`src/rtl/mjm_pkg.sv`:
```
// mjm_pkg: shared types, constants and helpers for the mecanum joystick mixer
// depends on nothing; imported by every module of the block

package mjm_pkg;

  // register indexes of the configuration port
  localparam logic [2:0] REG_STICK_CENTER = 3'd0;
  localparam logic [2:0] REG_DEAD_HALF    = 3'd1;
  localparam logic [2:0] REG_MIN_DRIVE    = 3'd2;
  localparam logic [2:0] REG_RPM_CEILING  = 3'd3;

  // reset values of the registers
  localparam logic [11:0] CENTER_RESET  = 12'd2000;
  localparam logic [10:0] HALF_RESET    = 11'd500;
  localparam logic [6:0]  MIN_RESET     = 7'd40;
  localparam logic [9:0]  CEILING_RESET = 10'd330;

  // default number of fraction bits of the rpm fields
  localparam int RPM_FRAC_DEFAULT = 8;
  localparam int RPM_W            = 18;
  localparam logic [RPM_W-1:0] RPM_MAX = '1;

  // command scaling
  localparam logic [13:0] SUM_LIMIT   = 14'd1500;
  localparam logic [13:0] SMALL_DIV   = 14'd15;
  localparam logic [18:0] PERCENT     = 19'd100;

  // linear rpm law, scaled by 10000
  localparam int          NUM_W       = 25;
  localparam logic [16:0] RPM_SLOPE   = 17'd65267;
  localparam logic [25:0] RPM_OFFSET  = 26'd2439800;
  localparam logic [14:0] RPM_DIVISOR = 15'd10000;

  // 10000 = 16 * 625: shift by four, then reciprocal of 625 scaled by 2**36
  localparam int          PRE_SHIFT   = 4;
  localparam int          RECIP_SHIFT = 36;
  localparam logic [26:0] RECIP_625   = 27'd109951163;

  // command queue between front and back
  localparam int QUEUE_DEPTH = 2;

  typedef struct packed {
    logic [11:0] stick_center;
    logic [10:0] dead_half_width;
    logic [6:0]  min_drive;
    logic [9:0]  rpm_ceiling;
  } cfg_t;

  typedef struct packed {
    logic signed [7:0] strafe;
    logic signed [7:0] drive;
    logic signed [7:0] turn;
  } cmd_t;

  typedef enum logic [1:0] {F_IDLE, F_DIV, F_PUSH} front_state_t;
  typedef enum logic [1:0] {B_IDLE, B_MUL, B_DIV, B_OUT} back_state_t;

  // quotient by 625 through the reciprocal, exact for any 26 bit dividend
  function automatic logic [16:0] div625(input logic [25:0] z);
    logic [52:0] p;
    p = 53'(z) * 53'(RECIP_625);
    return p[RECIP_SHIFT+16:RECIP_SHIFT];
  endfunction

endpackage

```
`src/rtl/mjm_queue.sv`:
```
// mjm_queue: short command queue between front and back
// depends on mjm_pkg for the command type and depth

module mjm_queue (
  input  logic          clk,
  input  logic          rst,
  input  logic          push_valid,
  output logic          push_stall,
  input  mjm_pkg::cmd_t push_data,
  output logic          pop_valid,
  input  logic          pop_stall,
  output mjm_pkg::cmd_t pop_data
);
  import mjm_pkg::*;

  localparam int PW = (QUEUE_DEPTH > 1) ? $clog2(QUEUE_DEPTH) : 1;
  localparam int CW = $clog2(QUEUE_DEPTH + 1);

  cmd_t          mem [QUEUE_DEPTH];
  logic [PW-1:0] wr_ptr;
  logic [PW-1:0] rd_ptr;
  logic [CW-1:0] count;
  logic          push;
  logic          pop;

  assign push_stall = (count == CW'(QUEUE_DEPTH));
  assign pop_valid  = (count != '0);
  assign push       = push_valid && !push_stall;
  assign pop        = pop_valid && !pop_stall;
  assign pop_data   = mem[rd_ptr];

  // storage
  always_ff @(posedge clk) begin
    if (push) begin
      mem[wr_ptr] <= push_data;
    end
  end

  // pointers and fill level
  always_ff @(posedge clk) begin
    if (rst) begin
      wr_ptr <= '0;
      rd_ptr <= '0;
      count  <= '0;
    end else begin
      if (push) begin
        wr_ptr <= (wr_ptr == PW'(QUEUE_DEPTH - 1)) ? '0 : wr_ptr + 1'b1;
      end
      if (pop) begin
        rd_ptr <= (rd_ptr == PW'(QUEUE_DEPTH - 1)) ? '0 : rd_ptr + 1'b1;
      end
      if (push && !pop) begin
        count <= count + 1'b1;
      end else if (pop && !push) begin
        count <= count - 1'b1;
      end
    end
  end

  a_fill: assert property (@(posedge clk) disable iff (rst)
    count <= CW'(QUEUE_DEPTH))
    else $error("queue overfilled");

endmodule

```
`config.mk`:
```
export PLATFORM = sky130hd
export DESIGN_NAME = mjm_queue
export DESIGN_NICKNAME = d
export VERILOG_FILES = /design/src/rtl/mjm_pkg.sv /design/src/rtl/mjm_queue.sv
export SDC_FILE = /design/constraint.sdc
export NUM_CORES = 1
export LEC_CHECK = 0
export ABC_AREA = 0
export BUFFER_PORTS_ARGS = -buffer_cell sky130_fd_sc_hd__buf_4
export CAP_MARGIN = 20
export CORE_MARGIN = 4
export CORE_UTILIZATION = 50
export DETAILED_ROUTE_END_ITERATION = 7
export MAX_ROUTING_LAYER = met4
export PLACE_DENSITY_LB_ADDON = 0.12
export SETUP_SLACK_MARGIN = 0.5
export SYNTH_ARGS = -nofsm -noshare
export SYNTH_HDL_FRONTEND = slang
export SYNTH_SLANG_ARGS = --single-unit
export TNS_END_PERCENT = 5
```
`constraint.sdc`:
```
create_clock -name clk -period 4.9 [get_ports clk]
set_clock_uncertainty 0.1 [all_clocks]
set_input_delay 0.245 -clock clk [delete_from_list [all_inputs] [get_ports clk]]
set_output_delay 0.245 -clock clk [all_outputs]
set_load 0.02 [all_outputs]
```
---- Word-level counts from Yosys, hierarchy flattened ----
Memory sizes are Yosys's and may differ from the RTL's. A register that Yosys moved wholly into a read port is not among the register bits.
Index checks and enable logic that the tools add are counted.
storage, ports and cells
  flip-flop bits (word level) ............. 4
  bits in writable memories ............... 48
  bits of input ports ..................... 28
  logic and storage cells ................. 27
  memories kept ........................... 1
memories
  name  depth  bits a word  rd ports  clocked after memory_dff  write ports  line             source
  mem   2      24           1         1                         1            mjm_queue.sv:19  cmd_t mem [QUEUE_DEPTH];
operators by class
  reductions and logical operators ........ 10
  add/sub/neg operators ................... 4
  mux-type cells .......................... 8
  equality and inequality tests ........... 1
operators by type and width
  cell                                                                 number
  1-bit 2-to-1 mux                                                     6
  1-bit logical AND                                                    4
  1-bit zero test                                                      4
  2-bit 2-to-1 mux                                                     2
  2-bit nonzero test                                                   2
  1-bit adder (second input constant)                                  2
  2-bit by 1-bit adder with 2-bit output (second input constant)       1
  2-bit == test (second input constant)                                1
  2-bit by 1-bit subtractor with 2-bit output (second input constant)  1

---- Logic depth before layout (Yosys ltp) ----
  word-level depth ........................ 7
  gate-level depth with buffers ........... 6
  depth with buffers taken out ............ 6

---- Worst setup path after synthesis ----
No wires, ideal clock.
  path kind ............................... reg2reg
  start point ............................. reg count[1]
  end point ............................... mem mem[0][0] in the netlist's numbering (enable)
  arrival ................................. 1334 ps
  period minus slack after synthesis ...... 1813 ps
  cell stages (with the launch flop) ...... 4
  library setup time ...................... 379 ps
  setup slack ............................. 3087 ps
  path through ............................ dfxtp_1 nor2b_2 or3_1 inv_1
between the ends
  cells in the longest elaborated chain, start to end .. 5
RTL lines
  what                                    line             source
  start: declaration                      mjm_queue.sv:22  logic [CW-1:0] count;
  start signal: assignment                mjm_queue.sv:53  count <= count + 1'b1;
  start signal: assignment                mjm_queue.sv:55  count <= count - 1'b1;
  2-bit == test                           mjm_queue.sv:26  assign push_stall = (count == CW'(QUEUE_DEPTH));
  net push_stall                          mjm_queue.sv:8   output logic push_stall,
  1-bit zero test                         mjm_queue.sv:28  assign push = push_valid && !push_stall;
  1-bit logical AND                       mjm_queue.sv:28
  1-bit 2-to-1 mux                        mjm_queue.sv:34  if (push) begin
  1-bit 2-to-1 mux (not written as such)  mjm_queue.sv:35  mem[wr_ptr] <= push_data;
  end: declaration                        mjm_queue.sv:19
The timed path passes the listed nets, and every way through them passes these cells.

---- Worst setup path after layout ----
  start point ............................. reg count[0]
  end point ............................... mem mem[0][16] in the netlist's numbering (enable)
between the ends
  cells in the longest elaborated chain, start to end .. 5
RTL lines
  what                                    line
  2-bit == test                           mjm_queue.sv:26
  1-bit zero test                         mjm_queue.sv:28
  1-bit logical AND                       mjm_queue.sv:28
  1-bit 2-to-1 mux                        mjm_queue.sv:34
  1-bit 2-to-1 mux (not written as such)  mjm_queue.sv:35
No other way between the ends.

==> results.py <==
metrics = {
    "die": {
        "die_w_um": 70.4,
        "starting_density_of_the_core": 0.525,
        "core_um2": 3720,
        "dieHeight_um": 70.4,
        "fp.dieArea_um2": 4960,
        "floorplan.rows": 22,
        "design.portCount": 54,
    },
    "global_routing": {
        "grt_overflow": 0,
        "antenna_found_initial": 0,
        "vias_in_the_first_global_route": 1035,
        "grt_pass1_wl_um": 4700,
        "grt_start_max_net_pins": 25,
        "global_route_usage_over_all_layers": 0.129,
    },
    "synth": {
        "average_cell_area_after_synthesis_um2": 19.5,
        "synth-seq-cells": 53,
        "yosysUniqueCellTypes": 15,
        "synth_cells": 100,
        "synth_fp_nets": 129,
        "yosysSeqAreaShare": 0.791,
        "syn-cell-area_um2": 1950,
        "yosysWarnings": 0,
    },
    "pwr": {
        "max-vdd-ir-drop_uv": 347,
        "power_density_nw_per_um2": 514,
        "intPower_uw": 938,
        "sequentialPowerShare": 0.458,
        "sw_frac_of_total": 0.285,
        "power.total_uw": 1310,
        "clock_power_frac": 0.207,
        "p_leak_uw": 0.000974,
        "power.switching_uw": 374,
        "combPwrFrac": 0.335,
    },
    "route": {
        "routed-via-count": 1025,
        "residual_antenna_violating_net_count_after_detailed_routing": 0,
        "detail_route.vias_per_cell": 4.93,
        "drc_errors": 0,
        "drt-initial-drc-count": 34,
        "detail_route.first_pass.iterations": 3,
        "routed_wl_um": 2980,
        "drt-wirelength-per-cell_um": 14.3,
    },
    "layout": {
        "share_of_final_layout_standard_cells_stronger_than_drive_strength_1": 0.544,
        "final_common_cell": "buf_4",
        "syn_to_final_growth_pct": 31.0,
        "antenna_cells": 0,
        "most-common-layout-cells": "buf_4 (53), edfxtp_1 (48), mux2_2 (24)",
        "nets": 188,
    },
    "setup_path": {
        "start_kind": "register",
        "critical_path_class": "register to register",
        "cp-startpoint": "count[0]",
        "reg2reg_slack_ps": 2880,
        "endpoint_of_the_worst_slack_reg_to_reg_timing_path": "mem[0][16]",
        "worstReg2RegStart": "count[0]",
        "worst_ep_required_time_ps": 4720,
        "worstRegToRegCells": 3,
        "max_stage_delay_ps": 690,
        "crit_path_end_kind": "register",
        "worst-endpoint-arrival_ps": 1840,
        "critical_path.slowest_cell": "inv_1",
        "crit_chain": "nor2b_2 -> or3_1 -> inv_1",
        "worstPathMaxFanout": 24,
    },
    "sta": {
        "max_slew_margin": 0.379,
        "grt_setup_unrepaired": "no",
        "slew_violations": 0,
        "report.final.hold_viol_count": 0,
        "worst_slew_pin_slew_ps": 930,
        "fmax_mhz": 495,
        "timing.setup.tns_ps": 0,
        "report.final.setup_viol": 0,
        "share_of_the_clock_period_used_by_the_worst_path_after_layout": 0.413,
        "final.min_clock_period_ps": 2020,
    },
    "clocking": {
        "cts_setup_buffers": 0,
        "tritoncts": "built",
        "cts_buffers": 5,
        "post_cts_hold_buffer_count": 0,
        "numClockSinks": 53,
        "cts-root-to-sink-buffers": 2,
        "clk_transition_reported_paths_ps": 90,
        "cts_resized": 0,
        "cts.htree.levels": 2,
        "worstSkewPairLatency_ps": 290,
        "cts.root.buffer_cell": "clkbuf_8",
    },
    "worst_hold_path": {
        "hold_path_startpoint": "push_data[19]",
        "worstHoldPathType": "input port to register",
        "holdPathEnd": "mem[1][19]",
        "timing.hold.worst_path_depth": 1,
    },
    "placement": {
        "gp_routability_congestion": 0.618,
        "dp_hpwl_um": 2090,
        "port-buffer-count": 53,
    },
    "flow_run": {
        "max_cap_viols": 0,
    },
    "run_status": {
        "outcome": "complete, no violations",
    },
}
[power by group through the flow]
stage / clock network, uW / registers (uW) / logic [uW]
3_3_place_gp: 0 / 626 / 396
3_5_place_dp: 0 / 632 / 402
2_1_floorplan: 0 / 596 / 275
5_1_grt: 299 / 609 / 475
6_report: 272 / 601 / 439
4_1_cts: 278 / 622 / 405
[synthesized netlist by cell type]
cell      instances  area, um2
xor2_1            3       26.3
o21bai_1          1       7.51
or3_1             2       12.5
a21oi_1           2       10.0
and2_1            1       6.26
nor2b_2           1       8.76
buf_2             3       15.0
ha_1              1       12.5
nor2_1            4       15.0
or2_2             1       6.26
edfxtp_1         48       1440
o21ai_0           2       10.0
mux2_2           24        270
dfxtp_1           5        100
inv_1             2       7.51
[sequential cells by signal, summed over array words and instances, names as in the netlist, named ones only]
name    flops
rd_ptr      1
mem        48
count       2
wr_ptr      1
[layout make-up]
class,count,area (um2)
fill,250,1160
timing repair buffer,55,453
tap,48,60.1
multi-input combinational,42,385
sequential,53,1540
clock buffer,6,72.6
inverter,2,7.51
clock inverter,2,33.8
[routing by layer]
layer  wire (um)  share of wire  vias up  track usage
met5           0              0        -            -
met3         173          0.058        2       0.0432
met2        1580           0.53       31        0.219
met4          16         0.0054        0       0.0383
li1            -              -      497            -
met1        1210           0.40      495        0.142
[cells by family (layout without fill, tap and decap cells)]
| family | Yosys count | count (layout) | synth area share |
|---|---|---|---|
| AO/OA/AOI/OAI | 5 | 5 | 0.0141 |
| XOR/XNOR | 3 | 3 | 0.0135 |
| adder cells (fa/ha/maj) | 1 | 1 | 0.00642 |
| buffers and inverters | 5 | 65 | 0.0116 |
| flip-flops | 53 | 53 | 0.791 |
| multiplexers | 24 | 24 | 0.139 |
| AND/OR/NAND/NOR | 9 | 9 | 0.0250 |
[worst max-delay path: cells and delay by family, from the launching register on]
family / cells / cell delay (ps)
buffers and inverters: 1 / 690
flip-flops: 1 / 430
AND/OR/NAND/NOR: 2 / 420
[metrics by stage]
| step | worst slack (ps) | std cells | instance area, um2 | hold slack [ps] | util |
|---|---|---|---|---|---|
| after CTS | 2560 | 206 | 2500 | 27.6 | 0.672 |
| after global placement | 2900 | 198 | 2390 | 331 | 0.644 |
| after detailed placement | 2840 | 198 | 2390 | 332 | 0.644 |
| after floorplan | 3090 | 100 | 1950 | 214 | - |
| final | 2880 | 208 | 2550 | 33.8 | 0.687 |
| after global routing | 2750 | 208 | 2550 | 16.5 | 0.687 |
[worst max path at each step]
stage | endpoint | slack [ps]
3_5_place_dp | mem[1][18] | 2840
2_1_floorplan | mem[0][0] | 3090
6_report | mem[0][16] | 2880
3_3_place_gp | mem[0][18] | 2900
4_1_cts | pop_data[15] | 2560
5_1_grt | mem[0][9] | 2750
(Power assumes the default switching activity.)
