===== config.mk =====
export PLATFORM = sky130hd
export DESIGN_NAME = mjm_front
export DESIGN_NICKNAME = d
export VERILOG_FILES = /design/src/rtl/mjm_pkg.sv /design/src/rtl/mjm_front.sv
export SDC_FILE = /design/constraint.sdc
export NUM_CORES = 1
export LEC_CHECK = 0
export BUFFER_PORTS_ARGS = -buffer_cell sky130_fd_sc_hd__buf_2
export CAP_MARGIN = 20
export CORE_AREA = 4 4 179 181
export CTS_CLUSTER_DIAMETER = 60
export CTS_CLUSTER_SIZE = 25
export DETAILED_ROUTE_END_ITERATION = 8
export DIE_AREA = 0 0 183 185
export PLACE_DENSITY = 0.81
export SLEW_MARGIN = 20
export SYNTH_ARGS = -nofsm -noshare
export SYNTH_HDL_FRONTEND = slang
export SYNTH_SLANG_ARGS = --single-unit

===== constraint.sdc =====
create_clock -name clk -period 13.8 [get_ports clk]
set_clock_uncertainty 0.05 [all_clocks]
set_input_delay 2.07 -clock clk [delete_from_list [all_inputs] [get_ports clk]]
set_output_delay 2.07 -clock clk [all_outputs]
set_load 0.05 [all_outputs]

===== src/rtl/mjm_pkg.sv =====
// mjm_pkg: shared types, constants and helpers for the mecanum joystick mixer
// depends on nothing; imported by every module of the block

package mjm_pkg;

  // register indexes of the configuration port
  localparam logic [2:0] REG_STICK_CENTER = 3'd0;
  localparam logic [2:0] REG_DEAD_HALF    = 3'd1;
  localparam logic [2:0] REG_MIN_DRIVE    = 3'd2;
  localparam logic [2:0] REG_RPM_CEILING  = 3'd3;

  // reset values of the registers
  localparam logic [11:0] CENTER_RESET  = 12'd2000;
  localparam logic [10:0] HALF_RESET    = 11'd500;
  localparam logic [6:0]  MIN_RESET     = 7'd40;
  localparam logic [9:0]  CEILING_RESET = 10'd330;

  // default number of fraction bits of the rpm fields
  localparam int RPM_FRAC_DEFAULT = 8;
  localparam int RPM_W            = 18;
  localparam logic [RPM_W-1:0] RPM_MAX = '1;

  // command scaling
  localparam logic [13:0] SUM_LIMIT   = 14'd1500;
  localparam logic [13:0] SMALL_DIV   = 14'd15;
  localparam logic [18:0] PERCENT     = 19'd100;

  // linear rpm law, scaled by 10000
  localparam int          NUM_W       = 25;
  localparam logic [16:0] RPM_SLOPE   = 17'd65267;
  localparam logic [25:0] RPM_OFFSET  = 26'd2439800;
  localparam logic [14:0] RPM_DIVISOR = 15'd10000;

  // 10000 = 16 * 625: shift by four, then reciprocal of 625 scaled by 2**36
  localparam int          PRE_SHIFT   = 4;
  localparam int          RECIP_SHIFT = 36;
  localparam logic [26:0] RECIP_625   = 27'd109951163;

  // command queue between front and back
  localparam int QUEUE_DEPTH = 2;

  typedef struct packed {
    logic [11:0] stick_center;
    logic [10:0] dead_half_width;
    logic [6:0]  min_drive;
    logic [9:0]  rpm_ceiling;
  } cfg_t;

  typedef struct packed {
    logic signed [7:0] strafe;
    logic signed [7:0] drive;
    logic signed [7:0] turn;
  } cmd_t;

  typedef enum logic [1:0] {F_IDLE, F_DIV, F_PUSH} front_state_t;
  typedef enum logic [1:0] {B_IDLE, B_MUL, B_DIV, B_OUT} back_state_t;

  // quotient by 625 through the reciprocal, exact for any 26 bit dividend
  function automatic logic [16:0] div625(input logic [25:0] z);
    logic [52:0] p;
    p = 53'(z) * 53'(RECIP_625);
    return p[RECIP_SHIFT+16:RECIP_SHIFT];
  endfunction

endpackage


===== src/rtl/mjm_front.sv =====
// mjm_front: input holding stage, deadband and percent command division
// depends on mjm_pkg; feeds mjm_queue

module mjm_front (
  input  logic              clk,
  input  logic              rst,
  input  mjm_pkg::cfg_t     cfg,
  input  logic              in_valid,
  output logic              in_stall,
  input  logic [11:0]       strafe_stick,
  input  logic [11:0]       drive_stick,
  input  logic [11:0]       turn_stick,
  output logic              push_valid,
  input  logic              push_stall,
  output mjm_pkg::cmd_t     push_data
);
  import mjm_pkg::*;

  front_state_t state, state_next;
  logic        hold_valid;
  logic [11:0] hold_mag [3];
  logic        hold_neg [3];
  logic [18:0] rem [3];
  logic [6:0]  quot [3];
  logic        neg [3];
  logic [19:0] den_sh;
  logic [2:0]  cnt;
  logic        take;
  logic        accept;
  logic [11:0] raw [3];
  logic [11:0] db_mag [3];
  logic        db_neg [3];
  logic [13:0] sum;
  logic        big;
  logic [7:0]  cmd [3];

  assign raw[0] = strafe_stick;
  assign raw[1] = drive_stick;
  assign raw[2] = turn_stick;

  // deadband of each raw sample
  always_comb begin
    logic signed [12:0] d;
    logic [11:0]        mag;
    for (int i = 0; i < 3; i++) begin
      d   = $signed({1'b0, raw[i]}) - $signed({1'b0, cfg.stick_center});
      mag = d[12] ? 12'(-d) : d[11:0];
      db_neg[i] = d[12];
      if ({1'b0, mag} < {1'b0, cfg.dead_half_width}) begin
        db_mag[i] = '0;
      end else begin
        db_mag[i] = 12'(mag - 12'(cfg.dead_half_width));
      end
    end
  end

  // input holding register
  assign in_stall = hold_valid && !take;
  assign accept   = in_valid && !in_stall;

  always_ff @(posedge clk) begin
    if (rst) begin
      hold_valid <= 1'b0;
    end else if (accept) begin
      hold_valid <= 1'b1;
    end else if (take) begin
      hold_valid <= 1'b0;
    end
    if (accept) begin
      for (int i = 0; i < 3; i++) begin
        hold_mag[i] <= db_mag[i];
        hold_neg[i] <= db_neg[i];
      end
    end
  end

  // divisor choice
  assign sum = 14'(hold_mag[0]) + 14'(hold_mag[1]) + 14'(hold_mag[2]);
  assign big = sum >= SUM_LIMIT;

  // next state
  always_comb begin
    state_next = state;
    case (state)
      F_IDLE:  if (hold_valid) state_next = F_DIV;
      F_DIV:   if (cnt == 3'd6) state_next = F_PUSH;
      F_PUSH:  if (!push_stall) state_next = F_IDLE;
      default: state_next = F_IDLE;
    endcase
  end

  // state outputs
  always_comb begin
    take       = (state == F_IDLE) && hold_valid;
    push_valid = (state == F_PUSH);
  end

  always_ff @(posedge clk) begin
    if (rst) begin
      state <= F_IDLE;
    end else begin
      state <= state_next;
    end
  end

  // shift and subtract division, seven quotient bits
  always_ff @(posedge clk) begin
    if (take) begin
      cnt    <= '0;
      den_sh <= 20'(big ? sum : SMALL_DIV) << 6;
      for (int i = 0; i < 3; i++) begin
        rem[i]  <= big ? 19'(19'(hold_mag[i]) * PERCENT) : 19'(hold_mag[i]);
        quot[i] <= '0;
        neg[i]  <= hold_neg[i];
      end
    end else if (state == F_DIV) begin
      cnt    <= cnt + 3'd1;
      den_sh <= den_sh >> 1;
      for (int i = 0; i < 3; i++) begin
        if ({1'b0, rem[i]} >= den_sh) begin
          rem[i]  <= 19'({1'b0, rem[i]} - den_sh);
          quot[i] <= {quot[i][5:0], 1'b1};
        end else begin
          quot[i] <= {quot[i][5:0], 1'b0};
        end
      end
    end
  end

  // signed commands
  always_comb begin
    for (int i = 0; i < 3; i++) begin
      cmd[i] = neg[i] ? 8'(-{1'b0, quot[i]}) : {1'b0, quot[i]};
    end
  end

  assign push_data.strafe = cmd[0];
  assign push_data.drive  = cmd[1];
  assign push_data.turn   = cmd[2];

  // a command never exceeds full scale
  a_cmd_range: assert property (@(posedge clk) disable iff (rst)
    push_valid |-> (quot[0] <= 7'd100 && quot[1] <= 7'd100 && quot[2] <= 7'd100))
    else $error("command magnitude above full scale");

endmodule


-- Word level (Yosys, flattened, before mapping)
Memories as Yosys holds them, arrays and structs flattened.
Index checks and enable logic that the tools add are counted.
- output and inout bits: 26
- memories: 5
- logic and storage cells: 120
- bits in registers: 26
- bits in writable memories: 120
- input bits: 80
- add/sub/neg operators: 18
- order comparisons: 7
- bitwise operators: 9
- reductions and logical operators: 9
- multiply operators: 3
- multiplexer cells: 58
- equal/unequal tests: 6
- memory list (memory ; depth ; bits a word ; read ports ; clocked after Yosys merged registers in ; wr ports ; line ; source):
    rem ; 3 ; 19 ; 3 ; 0 ; 3 ; mjm_front.sv:23 ; logic [18:0] rem [3];
    hold_mag ; 3 ; 12 ; 3 ; 0 ; 3 ; mjm_front.sv:21 ; logic [11:0] hold_mag [3];
    quot ; 3 ; 7 ; 3 ; 0 ; 3 ; mjm_front.sv:24 ; logic [6:0] quot [3];
    hold_neg ; 3 ; 1 ; 3 ; 0 ; 3 ; mjm_front.sv:22 ; logic hold_neg [3];
    neg ; 3 ; 1 ; 3 ; 0 ; 3 ; mjm_front.sv:25 ; logic neg [3];
- operators by type and width (cell ; count):
    19-bit two-way mux ; 6
    12-bit two-way mux ; 6
    19-bit by 20-bit greater-or-equal comparator with 1-bit output ; 3
    19-bit subtractor ; 3
    12-bit by 5-bit multiplier with 17-bit output (second input constant) ; 3
    7-bit two-way mux ; 6
    20-bit two-way mux ; 2
    12-bit by 12-bit subtractor with 13-bit output ; 3
    12-bit by 11-bit less-than comparator with 1-bit output ; 3
    12-bit negator ; 3
    12-bit by 11-bit subtractor with 12-bit output ; 3
    1-bit two-way mux ; 30
    8-bit two-way mux ; 3
    7-bit negator with 8-bit output ; 3
    13-bit by 12-bit adder with 14-bit output ; 1
    14-bit by 11-bit greater-or-equal comparator with 1-bit output (second input constant) ; 1
    14-bit two-way mux ; 1
    12-bit by 12-bit adder with 13-bit output ; 1
    1-bit bitwise OR ; 9
    2-bit two-way mux ; 3
    2-bit inequality test (second input constant) ; 3
    2-bit case mux with 3 select lines ; 1
    2-bit nonzero test ; 2
    3-bit by 1-bit adder with 3-bit output (second input constant) ; 1
    other kinds (7) ; 10

-- Logic depth before layout (Yosys ltp)
Gate-level depths: netlist of the first run.
- depth in word-level cells: 8
- mapped depth: 22
- depth with buffers taken out: 21

-- Least setup slack after synthesis of the first run
OpenSTA, ideal clock, no wires.
- path kind: input port to flip-flop
- start point: input port strafe_stick[0]
- end point: memory hold_mag[0][3] (data pin)
- buffers on the path: 0
- data arrival time: 6.171 ns
- stages: 21
- setup slack: 7.320 ns
- library setup time: 0.259 ns
- cells stage by stage: inv_1 > ha_1 > inv_1 > fa_1 > a21o_1 > a221oi_1 > o21ai_0 > nor4_1 > nor2_1 > inv_1 > o21ai_0 > xnor2_1 > ha_1 > and3_1 > a2111oi_0 > o21bai_1 > a21oi_1 > o2111ai_1 > nor2b_1 > mux2_2 > nor3_1
- RTL lines (element ; line ; source):
    from (decl) ; mjm_front.sv:10 ; input logic [11:0] strafe_stick,
    to (decl) ; mjm_front.sv:21 ;

==> results of run 1 <==
-- sequential cells by signal, summed over array words and instances, names as in the netlist --
name,flops
cnt,3
den_sh,20
hold_mag,36
hold_neg,3
hold_valid,1
neg,3
quot,21
rem,57
state,2
-- worst min-delay path by stage --
stage,to,slack [ns],cells past startpoint
2_1_floorplan,neg[0][0]$_DFFE_PP_,0.35,0
3_3_place_gp,den_sh[2]$_SDFFE_PP0P_,0.40,2
3_5_place_dp,den_sh[4]$_SDFFE_PP0P_,0.41,2
4_1_cts,den_sh[4]$_SDFFE_PP0P_,0.43,2
5_1_grt,den_sh[4]$_SDFFE_PP0P_,0.47,2
6_report,den_sh[4]$_SDFFE_PP0P_,0.43,2
-- kinds of logic after synthesis --
group	Yosys count	synth area share
AO/OA/AOI/OAI	493	0.197
AND/OR/NAND/NOR	379	0.112
buffers and inverters	233	0.0553
multiplexers	50	0.0302
XOR/XNOR	180	0.0957
flip-flops	146	0.256
adder cells (fa/ha/maj)	311	0.254
-- layer usage --
metal / vias up / GRT usage
met3: 113 / 0.0316
met4: 0 / 0.112
met5: - / 0
met1: 6318 / 0.279
met2: 428 / 0.410
li1: 6669 / -
-- cell type report --
cell class                      instances  area, um^2  area share
Tap cell                              396         495      0.0275
Timing Repair Buffer                   95         493      0.0273
Clock buffer                           17         425      0.0236
Sequential cell                       146        4250       0.236
Multi-Input combinational cell       1413       11400       0.634
Clock inverter                         15         180     0.00999
Inverter                              199         747      0.0414
-- cells in the mapped netlist, drive strengths merged (17+ instances only) --
library cell	count	area [um^2]
o21ai	73	365
and2	21	131
nor2b	28	175
o21a	30	225
o22ai	17	106
a21oi	161	806
nor3	36	180
edfxtp	133	3990
fa	43	861
xor2	59	517
clkbuf	17	63.8
and3	17	106
xnor2	120	1050
inv	199	747
ha	268	3350
nor2	95	357
nand2b	23	144
nand3	34	170
a21o	53	398
mux2i	49	490
buf	17	108
nand2	82	308
-- through the flow --
stage / instances / hold WS (ns) / setup slack [ns] / instance area [um^2] / utilization
after CTS: 2281 / 0.428 / 6.69 / 18000 / 0.593
final: 2281 / 0.426 / 6.60 / 18000 / 0.593
after global routing: 2281 / 0.468 / 6.28 / 18000 / 0.593
after global placement: 2249 / 0.402 / 6.36 / 17400 / 0.573
after detailed placement: 2249 / 0.412 / 6.23 / 17400 / 0.573
after floorplan: 1792 / 0.350 / 7.32 / 16600 / -
-- critical path: stages --
cell	delay (ns)
buf_2	0.14
ha_1	0.18
inv_1	0.06
fa_1	0.39
a21o_1	0.21
a311oi_1	0.36
o21a_1	0.22
o21ai_0	0.11
a21oi_1	0.85
o21ai_0	0.37
fa_1	0.51
a21o_1	0.19
a211oi_1	0.30
o21ai_0	0.18
a31oi_1	0.19
o21bai_1	0.11
a21oi_1	0.62
nand2b_1	0.19
mux2i_1	0.06
==> flow_metrics.env, run 1 <==
export IMPL_status="finished, final reports clean"
export IMPL_first_global_vias=13700
export IMPL_coreArea_mm2=0.0304
export IMPL_endpoint_kind="register"
export IMPL_htree_num_levels=4
export IMPL_io_pins=106
export IMPL_r2r_end="rem[0][32]$_DFFE_PP_"
export IMPL_place_congestion=0.917
export IMPL_max_freq_ghz=0.139
export IMPL_area_growth_pct=8.62
export IMPL_viasPerCell=5.93
export IMPL_grt_pass1_wl_um=64500
export IMPL_tightest_slew_ns=1.07
export IMPL_drc=0
export IMPL_setup_tns_ns=0
export IMPL_crit_arrival_ns=7.30
export IMPL_timing_rr_start="hold_mag[0][25]$_SDFFCE_PN0P_"
export IMPL_period_share=0.521
export IMPL_setup_violations_final=0
export IMPL_cts_root_buf="clkbuf_16"
export IMPL_hold_buffers=0
export IMPL_critPathRequiredTime_ns=13.91
export IMPL_async_flop_share=0
export IMPL_tritoncts="built"
export IMPL_yosysWarningCount=0
export IMPL_start_kind="input port"
export IMPL_hold_path_class="reg2reg"
export IMPL_endpoint="hold_mag[0][23]$_SDFFCE_PN0P_"
export IMPL_synth_cell_types=78
export IMPL_relSlewSlack=0.283
export IMPL_final_nets=2263
export IMPL_synth_seq_area_share=0.256
export IMPL_regToRegSetupSlack_ns=9.06
export IMPL_start_util=0.546
export IMPL_drt_total_wl_um=39400
export IMPL_worstHoldStart="den_sh[4]$_SDFFE_PP0P_"
export IMPL_clk_latency_ns=0.44
export IMPL_mostFrequentLayoutCells="ha_1, inv_1, a21oi_1, edfxtp_1, xnor2_1"
export IMPL_synth_fp_nets=2183
export IMPL_ys_seq_elements=146
export IMPL_dr_max_layer_used="met4"
export IMPL_wl_met1_um=16100
export IMPL_synth_area_mm2=0.0166
export IMPL_hold_violations=0
export IMPL_num_vias=13500
export IMPL_worstSetupPathType="in2reg"
export IMPL_port_buffers=88
export IMPL_drt_iter0_markers=890
export IMPL_fillers=2514
export IMPL_crit_fanout=13
export IMPL_antenna_found_initial=0
export IMPL_num_antenna_cells=0
export IMPL_die_w_um=183
export IMPL_grt_setup_unrepaired="no"
export IMPL_synth_edf_count=133
export IMPL_timing_final_crit_period_ns=7.20
export IMPL_layout_commonest_cell="ha_1"
export IMPL_reg2reg_depth=11
export IMPL_synthFlopType="edfxtp_1"
export IMPL_met2_length_um=19000
export IMPL_synth_avg_cell_area_um2=9.27
export IMPL_cts_post_setup_buffers_inserted=0
export IMPL_cts_inserted_buffers=17
export IMPL_rows=64
export IMPL_syn_instance_count=1792
export IMPL_grt_max_degree=58
export IMPL_grt_usage=0.232
export IMPL_cp_startpoint="cfg[28]"
export IMPL_drt_first_pass_iters=6
export IMPL_path_clk_slew_ns=0.07
export IMPL_antenna_left=0
export IMPL_wl_met3_um=2330
export IMPL_place_detailed_hpwl_um=31500
export IMPL_dieHeight_um=185
export IMPL_numClockSinks=146
export IMPL_post_cts_resized=0
export IMPL_cap_violations=0
export IMPL_post_drt_wl_per_cell_um=17.3
export IMPL_clockBufferDepth=2
export IMPL_slew_viol_final=0
export IMPL_drive_gt1_frac=0.0833
export IMPL_die_area_mm2=0.0339
export IMPL_gr_total_overflow=0
Power of run 1 is not shown: default switching activity piles up to over one toggle a cycle in this logic, so the estimate is an artifact.
==> run 2: changes to the inputs <==
- ABC_AREA: unset -> 1
- CORE_AREA: 4 4 179 181 -> 4 4 185 187
- DIE_AREA: 0 0 183 185 -> 0 0 189 191
- clock period: 13.8 -> 7.37 ns (I/O delays scaled with it)
==> flow_metrics.env, run 2 <==
export IMPL_grt_max_degree=54
export IMPL_die_w_um=189
export IMPL_worst_path_buf_inv=3
export IMPL_largest_reg_flops=57
export IMPL_cts_post_setup_buffers_inserted=0
export IMPL_place_congestion=0.954
export IMPL_drt_first_pass_iters=5
export IMPL_regToRegSetupSlack_ns=3.06
export IMPL_tightest_slew_ns=1.01
export IMPL_viasPerCell=5.39
export IMPL_first_global_vias=15100
export IMPL_ys_seq_elements=146
export IMPL_endpoint_kind="register"
export IMPL_place_detailed_hpwl_um=35200
export IMPL_grt_pass1_wl_um=71500
export IMPL_crit_slowest_cell="a31oi_1"
export IMPL_syn_instance_count=2383
export IMPL_path_clk_slew_ns=0.06
export IMPL_cts_inserted_buffers=17
export IMPL_period_share=0.716
export IMPL_grt_setup_unrepaired="no"
export IMPL_synth_avg_cell_area_um2=7.45
export IMPL_stdcell_area_mm2=0.0192
export IMPL_crit_arrival_ns=5.42
export IMPL_gr_total_overflow=0
export IMPL_synth_fp_nets=2774
export IMPL_yosysWarningCount=0
export IMPL_hold_path_class="reg2reg"
export IMPL_synth_area_leaders="edfxtp_1, ha_1, nand2_1"
export IMPL_yosysMostFrequentCell="nand2_1"
export IMPL_max_freq_ghz=0.189
export IMPL_htree_num_levels=4
export IMPL_hold_violations=0
export IMPL_clk_latency_ns=0.44
export IMPL_synth_cell_types=50
export IMPL_dieHeight_um=191
export IMPL_setup_violations_final=0
export IMPL_tritoncts="built"
export IMPL_mostFrequentLayoutCells="nand2_1, inv_1, ha_1, nand3_1, a21oi_1"
export IMPL_async_flop_share=0
export IMPL_fillers=2903
export IMPL_synth_area_mm2=0.0178
export IMPL_relSlewSlack=0.322
export IMPL_drt_iter0_markers=1146
export IMPL_post_cts_resized=0
export IMPL_placed_cell_area_mm2=0.0186
export IMPL_yosys_area_top_type_share=0.225
export IMPL_final_nets=2852
export IMPL_crit_fanout=14
export IMPL_port_buffers=88
export IMPL_hold_buffers=0
export IMPL_numClockSinks=146
export IMPL_slew_viol_final=0
export IMPL_path_common_cell="nand2_1"
export IMPL_slowest_delay_ns=0.73
export IMPL_timing_final_crit_period_ns=5.28
export IMPL_post_drt_wl_per_cell_um=14.8
export IMPL_synthFlopType="edfxtp_1"
export IMPL_synth_edf_count=133
export IMPL_critPathRequiredTime_ns=7.51
export IMPL_cap_violations=0
export IMPL_largestRegisters="rem x57, hold_mag x36, quot x21"
export IMPL_num_vias=15700
export IMPL_synth_commonest_cells="nand2_1, inv_1, ha_1, nand3_1, a21oi_1"
export IMPL_antenna_found_initial=2
export IMPL_drc=0
export IMPL_layout_commonest_cell="nand2_1"
export IMPL_start_util=0.547
export IMPL_rows=66
export IMPL_area_growth_pct=7.95
export IMPL_drt_total_wl_um=43300
export IMPL_drive_gt1_frac=0.0719
export IMPL_grt_usage=0.240
export IMPL_yosys_area_top_type="edfxtp_1"
export IMPL_antenna_left=0
export IMPL_worstSetupPathType="in2reg"
export IMPL_clockBufferDepth=2
export IMPL_synth_seq_area_share=0.239
export IMPL_largest_register="rem"
export IMPL_crit_family="simple AND/OR/NAND/NOR gates"
export IMPL_setup_tns_ns=0
export IMPL_status="finished, final reports clean"
export IMPL_coreArea_mm2=0.0325
export IMPL_io_pins=106
export IMPL_die_area_mm2=0.0361
export IMPL_start_kind="input port"
export IMPL_cts_root_buf="clkbuf_16"
run 2: cell count changes in the layout (fill, tap and decap cells not counted), sizes merged, moves of 29 or more:
cell	before	now
nand2	82	588
inv	207	422
nand3	34	174
xnor2	120	44
nor2	95	146
mux2i	49	0
xor2	59	104
a21o	53	12
o21ai	73	114
nand4	1	35
o21a	30	1
run 2: cell type report:
type / count / area (um^2) / share of cell area
multi-input combinational: 1789 / 11800 / 0.613
inverter: 416 / 1560 / 0.0814
clock inverter: 15 / 165 / 0.00861
sequential: 146 / 4250 / 0.222
timing repair buffer: 91 / 463 / 0.0241
antenna: 1 / 2.50 / 0.000130
clock buffer: 17 / 425 / 0.0222
tap: 442 / 553 / 0.0288
run 2: kinds of logic (layout without fill, tap and decap cells):
kind of cell               Yosys count  count (layout)  share of synthesized area
and+or+nand+nor                    989             989                      0.240
buffers and inverters              448             539                     0.0994
AOI/OAI and AO/OA                  341             341                      0.110
adders and majority gates          311             311                      0.237
xor gates and xnor gates           148             148                     0.0738
DFF                                146             146                      0.239
other                                0               1                          0
run 2: metrics by stage:
| step | hold WS, ns | utilization | instances | setup slack [ns] |
|---|---|---|---|---|
| 3_5_place_dp | 0.432 | 0.573 | 2884 | 1.56 |
| 5_1_grt | 0.452 | 0.591 | 2916 | 1.64 |
| 6_report | 0.455 | 0.591 | 2917 | 2.09 |
| 4_1_cts | 0.446 | 0.591 | 2916 | 2.04 |
| 2_1_floorplan | 0.350 | - | 2383 | 2.75 |
| 3_3_place_gp | 0.436 | 0.573 | 2884 | 1.80 |
run 2: worst paths after layout:
check                            from                       endpoint  depth (start not counted)
min          hold_neg[0][0]$_DFFE_PP_            neg[0][0]$_DFFE_PP_                          0
max                           cfg[28]  hold_mag[0][15]$_SDFFCE_PN0P_                         25
min reg2reg  hold_neg[0][0]$_DFFE_PP_            neg[0][0]$_DFFE_PP_                          0
max reg2reg      den_sh[13]$_DFFE_PP_           rem[0][56]$_DFFE_PP_                         11
run 2: layer usage:
layer	vias up	track usage	routed length (um)	part of all wire
met1	7074	0.301	18600	0.43
met2	530	0.408	19900	0.46
met3	112	0.0362	2730	0.063
met4	2	0.112	2020	0.047
li1	8017	-	-	-
met5	-	0	13	0.00030
Power of run 2 is left out for the same reason.
